$ cat src/rtl/core/lcsr_pkg.sv
package lcsr_pkg;

  // Fixed field widths of the channels
  localparam int CMD_W   = 2;
  localparam int MASS_W  = 24;
  localparam int RAW_W   = 24;
  localparam int VALUE_W = 32;
  localparam int CONV_W  = 16;
  localparam int SCALE_W = 48;

  // Saturation limits
  localparam logic [VALUE_W-1:0] VALUE_MAX = 32'h7FFF_FFFF;
  localparam logic [VALUE_W-1:0] VALUE_MIN = 32'h8000_0000;
  localparam logic [SCALE_W-1:0] SCALE_MAX = 48'h7FFF_FFFF_FFFF;
  localparam logic [SCALE_W-1:0] SCALE_MIN = 48'h8000_0000_0000;

  typedef enum logic [1:0] {
    OP_NONE    = 2'd0,
    OP_MEASURE = 2'd1,
    OP_TARE    = 2'd2,
    OP_CAL     = 2'd3
  } op_t;

  typedef enum logic [2:0] {
    PH_IDLE  = 3'd0,
    PH_HIGH  = 3'd1,
    PH_LOW   = 3'd2,
    PH_XHIGH = 3'd3,
    PH_XLOW  = 3'd4
  } phase_t;

  typedef enum logic {
    CS_READY = 1'b0,
    CS_CALC  = 1'b1
  } ctl_state_t;

  typedef enum logic {
    AOP_MUL = 1'b0,
    AOP_DIV = 1'b1
  } arith_op_t;

  typedef struct packed {
    logic      start;
    arith_op_t op;
  } arith_req_t;

  typedef struct packed {
    logic sck;
    logic last;
    op_t  op;
  } ser_stat_t;

endpackage

$ cat src/rtl/core/lcsr_in_if.sv
interface lcsr_in_if;
  import lcsr_pkg::*;

  logic              valid;
  logic              ready;
  logic [CMD_W-1:0]  command;
  logic              dout;
  logic [MASS_W-1:0] mass_q8;

  modport source (output valid, output command, output dout, output mass_q8, input ready);
  modport sink (input valid, input command, input dout, input mass_q8, output ready);
endinterface

$ cat src/rtl/core/lcsr_out_if.sv
interface lcsr_out_if;
  import lcsr_pkg::*;

  logic                      valid;
  logic                      ready;
  logic                      sck;
  logic                      done_res;
  logic                      status;
  logic signed [RAW_W-1:0]   raw;
  logic signed [VALUE_W-1:0] value;
  logic [CONV_W-1:0]         conversions;

  modport source (
    output valid, output sck, output done_res, output status,
    output raw, output value, output conversions, input ready
  );
  modport sink (
    input valid, input sck, input done_res, input status,
    input raw, input value, input conversions, output ready
  );
endinterface

$ cat src/rtl/core/lcsr_serial.sv
module lcsr_serial #(
  parameter int DATA_BITS = 24
) (
  input  logic                        clk,
  input  logic                        rst_n,
  input  logic                        fire,
  input  logic [lcsr_pkg::CMD_W-1:0]  command,
  input  logic                        dout,
  input  logic [lcsr_pkg::MASS_W-1:0] mass_q8,
  output lcsr_pkg::ser_stat_t         stat,
  output logic [DATA_BITS-1:0]        word,
  output logic [lcsr_pkg::MASS_W-1:0] mass
);
  import lcsr_pkg::*;

  localparam int CNT_W = $clog2(DATA_BITS + 1);

  phase_t              phase_r, phase_nxt;
  logic [CNT_W-1:0]    bit_cnt_r, bit_cnt_nxt;
  logic [DATA_BITS-1:0] shift_r, shift_nxt;
  op_t                 op_r, op_nxt;
  logic [MASS_W-1:0]   mass_r, mass_nxt;
  logic                start_ok;

  // Converter ready and a real command
  assign start_ok = (op_t'(command) != OP_NONE) && !dout;

  // Advance the tick sequencer
  always_comb begin
    phase_nxt   = phase_r;
    bit_cnt_nxt = bit_cnt_r;
    shift_nxt   = shift_r;
    op_nxt      = op_r;
    mass_nxt    = mass_r;
    if (fire) begin
      case (phase_r)
        PH_IDLE: begin
          if (start_ok) begin
            op_nxt      = op_t'(command);
            if (op_t'(command) == OP_CAL) begin
              mass_nxt = mass_q8;
            end
            bit_cnt_nxt = '0;
            shift_nxt   = '0;
            phase_nxt   = PH_HIGH;
          end
        end
        PH_HIGH: begin
          shift_nxt   = {shift_r[DATA_BITS-2:0], dout};
          bit_cnt_nxt = bit_cnt_r + 1'b1;
          phase_nxt   = PH_LOW;
        end
        PH_LOW: begin
          phase_nxt = (bit_cnt_r == CNT_W'(DATA_BITS)) ? PH_XHIGH : PH_HIGH;
        end
        PH_XHIGH: begin
          phase_nxt = PH_XLOW;
        end
        PH_XLOW: begin
          phase_nxt   = PH_IDLE;
          op_nxt      = OP_NONE;
          bit_cnt_nxt = '0;
        end
        default: begin
          phase_nxt = PH_IDLE;
        end
      endcase
    end
  end

  // Drive tick status from the current phase
  always_comb begin
    stat.sck  = phase_r inside {PH_HIGH, PH_XHIGH};
    stat.last = (phase_r == PH_XLOW);
    stat.op   = op_r;
  end

  assign word = shift_r;
  assign mass = mass_r;

  always_ff @(posedge clk) begin
    if (!rst_n) begin
      phase_r   <= PH_IDLE;
      bit_cnt_r <= '0;
      shift_r   <= '0;
      op_r      <= OP_NONE;
      mass_r    <= '0;
    end else begin
      phase_r   <= phase_nxt;
      bit_cnt_r <= bit_cnt_nxt;
      shift_r   <= shift_nxt;
      op_r      <= op_nxt;
      mass_r    <= mass_nxt;
    end
  end

  a_cnt_full_at_tail: assert property (@(posedge clk) disable iff (!rst_n)
    (phase_r == PH_XHIGH) || (phase_r == PH_XLOW) |-> bit_cnt_r == CNT_W'(DATA_BITS))
    else $error("bit count not complete in trailing pulse");

  a_idle_clean: assert property (@(posedge clk) disable iff (!rst_n)
    (phase_r == PH_IDLE) |-> (bit_cnt_r == '0) && (op_r == OP_NONE))
    else $error("idle sequencer holds stale count or command");

endmodule

$ cat src/rtl/core/lcsr_arith_unit.sv
module lcsr_arith_unit #(
  parameter int MAG_W = 24,
  parameter int QUO_W = 48
) (
  input  logic                                clk,
  input  logic                                rst_n,
  input  lcsr_pkg::arith_req_t                req,
  input  logic [MAG_W-1:0]                    mag,
  input  logic [lcsr_pkg::SCALE_W-1:0]        mcand,
  input  logic [QUO_W-1:0]                    dividend,
  output logic                                busy,
  output logic [lcsr_pkg::SCALE_W+MAG_W-1:0]  product,
  output logic [QUO_W-1:0]                    quotient
);
  import lcsr_pkg::*;

  localparam int AW        = SCALE_W + 1;
  localparam int STEPS_MAX = (QUO_W > MAG_W) ? QUO_W : MAG_W;
  localparam int STEP_W    = $clog2(STEPS_MAX);

  logic                busy_r, busy_nxt;
  arith_op_t           op_r, op_nxt;
  logic [STEP_W-1:0]   cnt_r, cnt_nxt;
  logic [SCALE_W-1:0]  acc_r, acc_nxt;
  logic [MAG_W-1:0]    mlo_r, mlo_nxt;
  logic [QUO_W-1:0]    quo_r, quo_nxt;
  logic [SCALE_W-1:0]  opnd_r, opnd_nxt;

  logic [AW-1:0]       add_x, add_y;
  logic                add_sub;
  logic [AW:0]         add_s;
  logic [MAG_W:0]      trial;
  logic                ge;

  // Shared adder: accumulate for multiply, trial subtract for divide
  assign trial = {acc_r[MAG_W-1:0], quo_r[QUO_W-1]};

  always_comb begin
    if (op_r == AOP_DIV) begin
      add_x   = AW'(trial);
      add_y   = AW'(opnd_r[MAG_W-1:0]);
      add_sub = 1'b1;
    end else begin
      add_x   = {1'b0, acc_r};
      add_y   = mlo_r[0] ? {1'b0, opnd_r} : '0;
      add_sub = 1'b0;
    end
    add_s = {1'b0, add_x} + {1'b0, add_y ^ {AW{add_sub}}} + (AW + 1)'(add_sub);
  end

  assign ge = add_s[AW];

  // Load operands, then one bit per cycle
  always_comb begin
    busy_nxt = busy_r;
    op_nxt   = op_r;
    cnt_nxt  = cnt_r;
    acc_nxt  = acc_r;
    mlo_nxt  = mlo_r;
    quo_nxt  = quo_r;
    opnd_nxt = opnd_r;
    if (req.start) begin
      busy_nxt = 1'b1;
      op_nxt   = req.op;
      acc_nxt  = '0;
      mlo_nxt  = mag;
      quo_nxt  = dividend;
      opnd_nxt = (req.op == AOP_DIV) ? SCALE_W'(mag) : mcand;
      cnt_nxt  = (req.op == AOP_DIV) ? STEP_W'(QUO_W - 1) : STEP_W'(MAG_W - 1);
    end else if (busy_r) begin
      if (op_r == AOP_DIV) begin
        acc_nxt = ge ? SCALE_W'(add_s[MAG_W-1:0]) : SCALE_W'(trial[MAG_W-1:0]);
        quo_nxt = {quo_r[QUO_W-2:0], ge};
      end else begin
        acc_nxt = add_s[SCALE_W:1];
        mlo_nxt = {add_s[0], mlo_r[MAG_W-1:1]};
      end
      cnt_nxt = cnt_r - 1'b1;
      if (cnt_r == '0) begin
        busy_nxt = 1'b0;
      end
    end
  end

  assign busy     = busy_r;
  assign product  = {acc_r, mlo_r};
  assign quotient = quo_r;

  always_ff @(posedge clk) begin
    if (!rst_n) begin
      busy_r <= 1'b0;
      op_r   <= AOP_MUL;
      cnt_r  <= '0;
    end else begin
      busy_r <= busy_nxt;
      op_r   <= op_nxt;
      cnt_r  <= cnt_nxt;
    end
  end

  always_ff @(posedge clk) begin
    acc_r  <= acc_nxt;
    mlo_r  <= mlo_nxt;
    quo_r  <= quo_nxt;
    opnd_r <= opnd_nxt;
  end

  a_start_when_free: assert property (@(posedge clk) disable iff (!rst_n)
    req.start |-> !busy_r)
    else $error("arithmetic unit started while busy");

  a_run_to_end: assert property (@(posedge clk) disable iff (!rst_n)
    busy_r && (cnt_r != '0) |=> busy_r)
    else $error("arithmetic unit stopped before last step");

endmodule

$ cat src/rtl/core/load_cell_serial_reader_calibrator.sv
// Every accepted transaction is one serial half-period tick; its result is registered and
// offered in the cycle after acceptance, and plain ticks are taken one per cycle while the
// output is not stalled. The finishing tick of a measure runs one shift-add step per bit
// of |raw - tare|, and that of a calibrate with a nonzero offset one quotient bit per step,
// both in the shared add/subtract unit; input is not ready meanwhile.
// Synchronous active-low reset: idle, tare 0, scale one (2^SCALE_FRACTION_BITS), count 0.
module load_cell_serial_reader_calibrator #(
  parameter int DATA_BITS           = 24,
  parameter int SCALE_FRACTION_BITS = 24
) (
  input  logic       clk,
  input  logic       rst_n,
  lcsr_in_if.sink    in_chan,
  lcsr_out_if.source out_chan
);
  import lcsr_pkg::*;

  localparam int DIFF_W  = DATA_BITS + 1;
  localparam int QUO_W   = MASS_W + SCALE_FRACTION_BITS;
  localparam int PROD_W  = SCALE_W + DATA_BITS;
  localparam int QX_W    = (QUO_W > SCALE_W) ? QUO_W : SCALE_W;
  localparam int SAT_LSB = SCALE_FRACTION_BITS + VALUE_W - 1;
  localparam logic [SCALE_W-1:0] SCALE_ONE = SCALE_W'(1) << SCALE_FRACTION_BITS;

  ctl_state_t ctl_r, ctl_nxt;
  logic       in_fire, out_slot, load_now, load_calc, defer;

  ser_stat_t            ser;
  logic [DATA_BITS-1:0] word;
  logic [MASS_W-1:0]    mass;

  logic signed [DIFF_W-1:0]    raw_ext, tare_ext, diff;
  logic [DATA_BITS-1:0]        diff_mag;
  logic [SCALE_W-1:0]          scale_mag;
  logic [RAW_W-1:0]            raw_out;

  logic signed [DATA_BITS-1:0] tare_r, tare_nxt;
  logic signed [SCALE_W-1:0]   scale_r, scale_nxt;
  logic [CONV_W-1:0]           conv_r, conv_nxt;
  logic                        neg_r, neg_nxt;
  arith_op_t                   dop_r, dop_nxt;
  logic [RAW_W-1:0]            raw_hold_r, raw_hold_nxt;

  arith_req_t         req;
  logic               arith_busy;
  logic [PROD_W-1:0]  product;
  logic [QUO_W-1:0]   quotient;

  logic                  mul_over, mul_rem;
  logic [VALUE_W-2:0]    mul_q;
  logic [VALUE_W-1:0]    meas_val;
  logic [QX_W-1:0]       q_x;
  logic                  cal_over;
  logic [SCALE_W-1:0]    cal_scale;

  logic               out_valid_r, out_valid_nxt;
  logic               out_sck_r, out_sck_nxt;
  logic               out_done_r, out_done_nxt;
  logic               out_status_r, out_status_nxt;
  logic [RAW_W-1:0]   out_raw_r, out_raw_nxt;
  logic [VALUE_W-1:0] out_value_r, out_value_nxt;
  logic [CONV_W-1:0]  out_conv_r, out_conv_nxt;

  lcsr_serial #(
    .DATA_BITS (DATA_BITS)
  ) u_serial (
    .clk     (clk),
    .rst_n   (rst_n),
    .fire    (in_fire),
    .command (in_chan.command),
    .dout    (in_chan.dout),
    .mass_q8 (in_chan.mass_q8),
    .stat    (ser),
    .word    (word),
    .mass    (mass)
  );

  lcsr_arith_unit #(
    .MAG_W (DATA_BITS),
    .QUO_W (QUO_W)
  ) u_arith (
    .clk      (clk),
    .rst_n    (rst_n),
    .req      (req),
    .mag      (diff_mag),
    .mcand    (scale_mag),
    .dividend ({mass, {SCALE_FRACTION_BITS{1'b0}}}),
    .busy     (arith_busy),
    .product  (product),
    .quotient (quotient)
  );

  assign in_fire  = in_chan.valid && in_chan.ready;
  assign out_slot = !out_valid_r || out_chan.ready;

  // Sign-extend the word and take its offset from tare
  assign raw_ext   = DIFF_W'(signed'(word));
  assign tare_ext  = DIFF_W'(tare_r);
  assign diff      = raw_ext - tare_ext;
  assign diff_mag  = diff[DIFF_W-1] ? DATA_BITS'(-diff) : DATA_BITS'(diff);
  assign scale_mag = scale_r[SCALE_W-1] ? SCALE_W'(-scale_r) : SCALE_W'(scale_r);
  assign raw_out   = RAW_W'(raw_ext);

  // Hand the finishing tick to the arithmetic unit when it needs math
  assign defer = ser.last &&
                 ((ser.op == OP_MEASURE) || ((ser.op == OP_CAL) && (diff != '0)));
  assign req.start = in_fire && defer;
  assign req.op    = (ser.op == OP_CAL) ? AOP_DIV : AOP_MUL;

  // Floor-shift and saturate the product
  assign mul_over = |product[PROD_W-1:SAT_LSB];
  assign mul_q    = product[SAT_LSB-1:SCALE_FRACTION_BITS];
  assign mul_rem  = |product[SCALE_FRACTION_BITS-1:0];

  always_comb begin
    if (!neg_r) begin
      meas_val = mul_over ? VALUE_MAX : {1'b0, mul_q};
    end else begin
      meas_val = mul_over ? VALUE_MIN : (~{1'b0, mul_q} + VALUE_W'(!mul_rem));
    end
  end

  // Sign and saturate the quotient
  assign q_x      = QX_W'(quotient);
  assign cal_over = q_x > QX_W'(SCALE_MAX);

  always_comb begin
    if (!neg_r) begin
      cal_scale = cal_over ? SCALE_MAX : q_x[SCALE_W-1:0];
    end else begin
      cal_scale = cal_over ? SCALE_MIN : SCALE_W'(-q_x[SCALE_W-1:0]);
    end
  end

  // Controller next state
  always_comb begin
    ctl_nxt = ctl_r;
    case (ctl_r)
      CS_READY: begin
        if (in_fire && defer) begin
          ctl_nxt = CS_CALC;
        end
      end
      CS_CALC: begin
        if (!arith_busy && out_slot) begin
          ctl_nxt = CS_READY;
        end
      end
      default: begin
        ctl_nxt = CS_READY;
      end
    endcase
  end

  // Controller outputs
  always_comb begin
    in_chan.ready = (ctl_r == CS_READY) && out_slot;
    load_now      = in_fire && !defer;
    load_calc     = (ctl_r == CS_CALC) && !arith_busy && out_slot;
  end

  // Update calibration state and the output register
  always_comb begin
    tare_nxt       = tare_r;
    scale_nxt      = scale_r;
    conv_nxt       = conv_r;
    neg_nxt        = neg_r;
    dop_nxt        = dop_r;
    raw_hold_nxt   = raw_hold_r;
    out_valid_nxt  = out_valid_r && !out_chan.ready;
    out_sck_nxt    = out_sck_r;
    out_done_nxt   = out_done_r;
    out_status_nxt = out_status_r;
    out_raw_nxt    = out_raw_r;
    out_value_nxt  = out_value_r;
    out_conv_nxt   = out_conv_r;

    if (in_fire && ser.last) begin
      conv_nxt = conv_r + 1'b1;
      if (ser.op == OP_TARE) begin
        tare_nxt = signed'(word);
      end
    end

    if (req.start) begin
      neg_nxt      = (ser.op == OP_CAL) ? diff[DIFF_W-1] : (diff[DIFF_W-1] ^ scale_r[SCALE_W-1]);
      dop_nxt      = req.op;
      raw_hold_nxt = raw_out;
    end

    if (load_now) begin
      out_valid_nxt  = 1'b1;
      out_sck_nxt    = ser.sck;
      out_done_nxt   = ser.last;
      out_status_nxt = ser.last && (ser.op == OP_CAL);
      out_raw_nxt    = ser.last ? raw_out : '0;
      out_value_nxt  = '0;
      out_conv_nxt   = conv_nxt;
    end else if (load_calc) begin
      out_valid_nxt  = 1'b1;
      out_sck_nxt    = 1'b0;
      out_done_nxt   = 1'b1;
      out_status_nxt = 1'b0;
      out_raw_nxt    = raw_hold_r;
      out_value_nxt  = (dop_r == AOP_MUL) ? meas_val : '0;
      out_conv_nxt   = conv_r;
      if (dop_r == AOP_DIV) begin
        scale_nxt = signed'(cal_scale);
      end
    end
  end

  assign out_chan.valid       = out_valid_r;
  assign out_chan.sck         = out_sck_r;
  assign out_chan.done_res    = out_done_r;
  assign out_chan.status      = out_status_r;
  assign out_chan.raw         = out_raw_r;
  assign out_chan.value       = out_value_r;
  assign out_chan.conversions = out_conv_r;

  always_ff @(posedge clk) begin
    if (!rst_n) begin
      ctl_r       <= CS_READY;
      tare_r      <= '0;
      scale_r     <= signed'(SCALE_ONE);
      conv_r      <= '0;
      out_valid_r <= 1'b0;
    end else begin
      ctl_r       <= ctl_nxt;
      tare_r      <= tare_nxt;
      scale_r     <= scale_nxt;
      conv_r      <= conv_nxt;
      out_valid_r <= out_valid_nxt;
    end
  end

  always_ff @(posedge clk) begin
    neg_r        <= neg_nxt;
    dop_r        <= dop_nxt;
    raw_hold_r   <= raw_hold_nxt;
    out_sck_r    <= out_sck_nxt;
    out_done_r   <= out_done_nxt;
    out_status_r <= out_status_nxt;
    out_raw_r    <= out_raw_nxt;
    out_value_r  <= out_value_nxt;
    out_conv_r   <= out_conv_nxt;
  end

  a_unit_idle_when_ready: assert property (@(posedge clk) disable iff (!rst_n)
    (ctl_r == CS_READY) |-> !arith_busy)
    else $error("arithmetic unit busy while controller takes ticks");

  a_start_enters_calc: assert property (@(posedge clk) disable iff (!rst_n)
    req.start |=> (ctl_r == CS_CALC) && arith_busy)
    else $error("deferred tick did not start the arithmetic unit");

  a_plain_tick_clear: assert property (@(posedge clk) disable iff (!rst_n)
    out_valid_r && !out_done_r |-> (out_raw_r == '0) && (out_value_r == '0) && !out_status_r)
    else $error("result fields set on a tick without a finished conversion");

endmodule
$ cat src/flat_wrapper.sv
// flat-port wrapper written by rule: the top's interface ports become plain ports
module load_cell_serial_reader_calibrator_flat import lcsr_pkg::*;
#(
  parameter int DATA_BITS           = 24,
  parameter int SCALE_FRACTION_BITS = 24
)
  (clk, rst_n, in_chan_valid, in_chan_command, in_chan_dout, in_chan_mass_q8, in_chan_ready, out_chan_valid, out_chan_sck, out_chan_done_res, out_chan_status, out_chan_raw, out_chan_value, out_chan_conversions, out_chan_ready);
  lcsr_in_if in_chan_i ();
  lcsr_out_if out_chan_i ();
  input  logic clk;
  input  logic rst_n;
  input wire logic [$bits(in_chan_i.valid)-1:0] in_chan_valid;
  input wire logic [$bits(in_chan_i.command)-1:0] in_chan_command;
  input wire logic [$bits(in_chan_i.dout)-1:0] in_chan_dout;
  input wire logic [$bits(in_chan_i.mass_q8)-1:0] in_chan_mass_q8;
  output wire logic [$bits(in_chan_i.ready)-1:0] in_chan_ready;
  output wire logic [$bits(out_chan_i.valid)-1:0] out_chan_valid;
  output wire logic [$bits(out_chan_i.sck)-1:0] out_chan_sck;
  output wire logic [$bits(out_chan_i.done_res)-1:0] out_chan_done_res;
  output wire logic [$bits(out_chan_i.status)-1:0] out_chan_status;
  output wire logic [$bits(out_chan_i.raw)-1:0] out_chan_raw;
  output wire logic [$bits(out_chan_i.value)-1:0] out_chan_value;
  output wire logic [$bits(out_chan_i.conversions)-1:0] out_chan_conversions;
  input wire logic [$bits(out_chan_i.ready)-1:0] out_chan_ready;
  assign in_chan_i.valid = in_chan_valid;
  assign in_chan_i.command = in_chan_command;
  assign in_chan_i.dout = in_chan_dout;
  assign in_chan_i.mass_q8 = in_chan_mass_q8;
  assign in_chan_ready = in_chan_i.ready;
  assign out_chan_valid = out_chan_i.valid;
  assign out_chan_sck = out_chan_i.sck;
  assign out_chan_done_res = out_chan_i.done_res;
  assign out_chan_status = out_chan_i.status;
  assign out_chan_raw = out_chan_i.raw;
  assign out_chan_value = out_chan_i.value;
  assign out_chan_conversions = out_chan_i.conversions;
  assign out_chan_i.ready = out_chan_ready;
  load_cell_serial_reader_calibrator #(.DATA_BITS(DATA_BITS), .SCALE_FRACTION_BITS(SCALE_FRACTION_BITS)) u_core (.clk(clk), .rst_n(rst_n), .in_chan(in_chan_i), .out_chan(out_chan_i));
endmodule
$ cat config.mk
export PLATFORM = sky130hd
export DESIGN_NAME = load_cell_serial_reader_calibrator_flat
export DESIGN_NICKNAME = d
export VERILOG_FILES = /design/src/rtl/core/lcsr_pkg.sv /design/src/rtl/core/lcsr_in_if.sv /design/src/rtl/core/lcsr_out_if.sv /design/src/rtl/core/lcsr_serial.sv /design/src/rtl/core/lcsr_arith_unit.sv /design/src/rtl/core/load_cell_serial_reader_calibrator.sv /design/src/flat_wrapper.sv
export SDC_FILE = /design/constraint.sdc
export NUM_CORES = 1
export LEC_CHECK = 0
export BUFFER_PORTS_ARGS = -buffer_cell sky130_fd_sc_hd__buf_2
export CAP_MARGIN = 20
export CELL_PAD_IN_SITES_DETAIL_PLACEMENT = 0
export CELL_PAD_IN_SITES_GLOBAL_PLACEMENT = 1
export CORE_AREA = 2 2 255 257
export CTS_CLUSTER_SIZE = 28
export DETAILED_ROUTE_END_ITERATION = 7
export DIE_AREA = 0 0 257 259
export PLACE_DENSITY_LB_ADDON = 0.1
export SLEW_MARGIN = 30
export SYNTH_ARGS = -nofsm -noshare
export SYNTH_HDL_FRONTEND = slang
export SYNTH_SLANG_ARGS = --single-unit
$ cat constraint.sdc
create_clock -name clk -period 13.9 [get_ports clk]
set_input_delay 1.39 -clock clk [delete_from_list [all_inputs] [get_ports clk]]
set_output_delay 1.39 -clock clk [all_outputs]
set_load 0.02 [all_outputs]
==> qor.tcl <==
set qor(status) {completed}
set qor(clockBufferDepth) 3
set qor(tritoncts) {done}
set qor(final_setup_viols) 0
set qor(worst_ep_required_time_ns) 14.24
set qor(synth_commonest_cells) {sky130_fd_sc_hd__nand2_1, sky130_fd_sc_hd__a21oi_1, sky130_fd_sc_hd__dfxtp_1}
set qor(synth_top_area_share_pct) 20.63
set qor(grt_pass1_vias) 20580
set qor(number_of_flip_flops_and_latches_in_the_synthesized_netlist) 425
set qor(wire_length_of_the_first_global_routing_pass_um) 117200
set qor(post_synth_edffs) 165
set qor(core-area_sq_um) 63880
set qor(ctsHoldBuffers) 0
set qor(drt_iter0_drc) 1641
set qor(worst_ep_arrival_time_ns) 6.89
set qor(grt_max_degree) 79
set qor(dr_total_vias) 21490
set qor(worst_stage_delay_on_the_critical_path_ns) 0.78
set qor(clock-skew-final_ns) 0.03277
set qor(die_h_um) 259
set qor(floorplan.die_area_sq_um) 66560
set qor(crit_path_cell_trace) {inv_1, ha_1, nor2b_1, o31ai_1, nand3_1, a41oi_1, a211oi_1, o31a_1, o21ai_0, o41a_1, buf_4, nand2_4, inv_6, buf_4, buf_4, mux2_2}
set qor(finalCritPeriodShare_pct) 47.13
set qor(drv_cap) 0
set qor(post-cts-setup-buffers) 0
set qor(min_path_type) {reg2reg}
set qor(area_growth_pct) 11.32
set qor(synthesis.area_sq_um) 25230
set qor(setup.worst_path.end_class) {register}
set qor(synth_compound_area_share_pct) 21.78
set qor(critical_path_class) {reg2reg}
set qor(n_antenna_cell) 0
set qor(cp-start-kind) {register}
set qor(num-nets-final) 3110
set qor(timing.critical_path.fanout_max) 63
set qor(timing_max_transition_violations_final) 0
set qor(fin_setup_tns_ns) 0
set qor(top_level_ports) 108
set qor(worstRegToRegCells) 16
set qor(final_antenna_net_count) 0
set qor(power_density_nw_per_um2) 103.2
set qor(ys.flop_type) {sky130_fd_sc_hd__dfxtp_1}
set qor(syn-num-nets) 3100
set qor(synthArstFlopShare_pct) 0
set qor(hold_start) {u_core.u_serial.mass[1]}
set qor(drive_above_1_share_pct) 10.63
set qor(synth.yosys.seq_area_share_pct) 40.27
set qor(initial_core_util_pct) 39.49
set qor(final_hold_viol_count) 0
set qor(grt_overflow) 0
set qor(vdd_ir_drop_max_uv) 101.5
set qor(yosysWarningCount) 0
set qor(setup_repair_after_global_routing_missed_its_margin) {no}
set qor(path_clk_slew_ns) 0.06
set qor(floorplan.die.width_um) 257
set qor(clkSinkCount) 425
set qor(timing.reg2reg.setup_slack_ns) 7.35
set qor(syn-instance-count) 2986
set qor(cts_max_level) 2
set qor(post_synth.cell_area_avg_sq_um) 8.449
set qor(combinational_family_with_the_most_area_after_synthesis) {compound AO/OA/AOI/OAI gates}
set qor(synth_most_common_cell) {sky130_fd_sc_hd__nand2_1}
set qor(synthDominantAreaCellType) {sky130_fd_sc_hd__dfxtp_1}
set qor(ctsResizeCount) 0
set qor(synth_xor_xnor_area_share_pct) 7.186
set qor(wl_per_cell_um) 19.08
set qor(yosys.cell_types.count) 93
set qor(drc) 0
set qor(min_delay_worst_endpoint) {u_core.u_serial.mass[1]}
set qor(power.leakage_nw) 10.85
set qor(whs_path_depth) 2
set qor(detail_route.first_pass.iterations) 5
set qor(rr_endpoint) {u_core.u_arith.mlo_r[2]}
set qor(critical_path.most_common_cell) {sky130_fd_sc_hd__buf_4}
set qor(adder_and_majority_gate_portion_of_the_synthesized_area_pct) 4.176
set qor(overall_power_after_layout_mw) 2.899
set qor(port_buffers) 107
set qor(detail_route.vias_per_cell) 5.520
set qor(max-slew-margin-rel_pct) 33.71
set qor(cts-root-buf) {sky130_fd_sc_hd__clkbuf_16}
set qor(cts-buffers-inserted) 50
set qor(yosys-top-cells-area) {sky130_fd_sc_hd__dfxtp_1, sky130_fd_sc_hd__edfxtp_1, sky130_fd_sc_hd__nand2_1}
set qor(gpl_wtd_cong) 0.8502
set qor(grt_util_all_layers_pct) 21.79
set qor(maxClockFrequency_ghz) 0.1527
set qor(fillers) 6396
set qor(crit_slowest_cell) {sky130_fd_sc_hd__buf_4}
set qor(place_hpwl_um) 52990
set qor(worst_pin_slew_ns) 0.9921
set qor(synth_simple_gate_area_share_pct) 19.97
set qor(critical_path_launch_point) {u_core.tare_r[1]}
set qor(synthMuxAreaShare_pct) 2.311
set qor(fp-row-count) 93
set qor(insertion_delay_ns) 0.62
set qor(minimum_period_implied_by_the_final_worst_setup_slack_ns) 6.551
set qor(critical_r2r_launch) {u_core.tare_r[1]}
set qor(antenna_violations_before_repair) 1
set qor(detail_route.wirelength_um) 74300
## area by class of cell
cell class                 instances  area [sq um]  share of cell area [%]
inverter                          82         316.6                   1.127
tap                              855          1070                   3.809
clock inverter                    26         291.5                   1.038
clock buffer                      68          1343                   4.780
multi-input combinational       2292         14060                   50.07
timing repair buffer             145         840.8                   2.994
sequential                       425         10160                   36.18
## critical path, delay by kind of cell (launching register included)
family	cells	cell delay, ns
AOI/OAI and AO/OA	6	1.96
adders and majority gates	1	0.27
buffers and inverters	5	2.40
DFF	1	0.38
muxes	1	0.41
and+or+nand+nor	3	0.76
## cell families (layout without fill, tap and decap cells)
kind of cell    count (synthesis)  in the layout
simple gates                 1094           1094
compound gates                860            860
flops                         425            425
buf+inv                       269            321
xor+xnor                      207            207
fa+ha+maj                      83             83
mux                            48             48
## flip-flops by register name, indices dropped and copies added, names as in the netlist, 2 cells and up
name and count:
u_core.u_serial.phase_r 3, u_core.u_arith.mlo_r 24, u_core.out_chan.value 32, u_core.out_chan.raw 24
u_core.scale_r 48, u_core.u_arith.opnd_r 48, u_core.u_serial.op_r 2, u_core.raw_hold_r 24
u_core.conv_r 16, u_core.u_serial.bit_cnt_r 5, u_core.u_arith.cnt_r 6, u_core.u_serial.mass 24
u_core.u_arith.acc_r 48, u_core.u_arith.quotient 48, u_core.tare_r 24, u_core.out_chan.conversions 16
u_core.u_serial.word 24
## where the power goes
group	switching [mW]	internal [mW]	total (mW)
clock network	0.562	0.760	1.32
registers	0.0315	1.32	1.35
logic	0.145	0.0807	0.226
total	0.739	2.16	2.90
## metrics by stage
step | instance area [sq um] | std cells | hold slack, ns | setup slack, ns | util [%]
after floorplan | 25230 | 2986 | 0.4363 | 9.224 | -
after CTS | 28030 | 3892 | 0.4549 | 7.224 | 43.88
after detailed placement | 26400 | 3798 | 0.4467 | 7.249 | 41.33
after global routing | 28080 | 3893 | 0.4686 | 6.943 | 43.96
after global placement | 26390 | 3798 | 0.4428 | 7.408 | 41.31
final | 28080 | 3893 | 0.4544 | 7.349 | 43.96
## worst max path at each step
stage,endpoint,cells past startpoint,slack [ns]
6_report,u_core.u_arith.mlo_r[2],16,7.35
5_1_grt,u_core.u_arith.mlo_r[4],17,6.94
2_1_floorplan,u_core.out_chan.conversions[0],14,9.22
3_3_place_gp,u_core.u_arith.mlo_r[4],15,7.41
4_1_cts,u_core.u_arith.mlo_r[2],14,7.22
3_5_place_dp,u_core.u_arith.mlo_r[4],14,7.25
## routing by layer
layer | share of wire (%) | vias up | track usage [%]
met1 | 47 | 10200 | 29.76
met2 | 47 | 446 | 36.25
met4 | 2.4 | 0 | 6.379
met5 | 0 | - | 0
li1 | - | 10740 | -
met3 | 4.2 | 98 | 2.539
## placed cells by master, fill, tap and decap left out, types with 14 or more instances in the layout
| cell type | n |
|---|---|
| sky130_fd_sc_hd__nand2_1 | 485 |
| sky130_fd_sc_hd__a21oi_1 | 274 |
| sky130_fd_sc_hd__dfxtp_1 | 259 |
| sky130_fd_sc_hd__nor2_1 | 222 |
| sky130_fd_sc_hd__o21ai_0 | 217 |
| sky130_fd_sc_hd__edfxtp_1 | 165 |
| sky130_fd_sc_hd__xor2_1 | 120 |
| sky130_fd_sc_hd__buf_2 | 107 |
| sky130_fd_sc_hd__nand3_1 | 96 |
| sky130_fd_sc_hd__xnor2_1 | 87 |
| sky130_fd_sc_hd__ha_1 | 81 |
| sky130_fd_sc_hd__inv_1 | 79 |
| sky130_fd_sc_hd__a22o_1 | 56 |
| sky130_fd_sc_hd__nor3_1 | 53 |
| sky130_fd_sc_hd__clkbuf_16 | 50 |
| sky130_fd_sc_hd__a21o_1 | 42 |
| sky130_fd_sc_hd__nor2b_1 | 39 |
| sky130_fd_sc_hd__buf_4 | 37 |
| sky130_fd_sc_hd__o31ai_1 | 32 |
| sky130_fd_sc_hd__or3_1 | 30 |
| sky130_fd_sc_hd__nor4_1 | 26 |
| sky130_fd_sc_hd__mux2_2 | 25 |
| sky130_fd_sc_hd__o211ai_1 | 21 |
| sky130_fd_sc_hd__nand4_1 | 19 |
| sky130_fd_sc_hd__and3_1 | 18 |
| sky130_fd_sc_hd__a211oi_1 | 18 |
| sky130_fd_sc_hd__a31oi_1 | 18 |
| sky130_fd_sc_hd__o2bb2ai_1 | 18 |
| sky130_fd_sc_hd__or4_1 | 18 |
| sky130_fd_sc_hd__a21boi_0 | 15 |
| sky130_fd_sc_hd__o41ai_1 | 15 |
| sky130_fd_sc_hd__clkbuf_1 | 15 |
| sky130_fd_sc_hd__nand2b_1 | 14 |
| sky130_fd_sc_hd__mux2_4 | 14 |
Power figures use the tool's default switching activity.
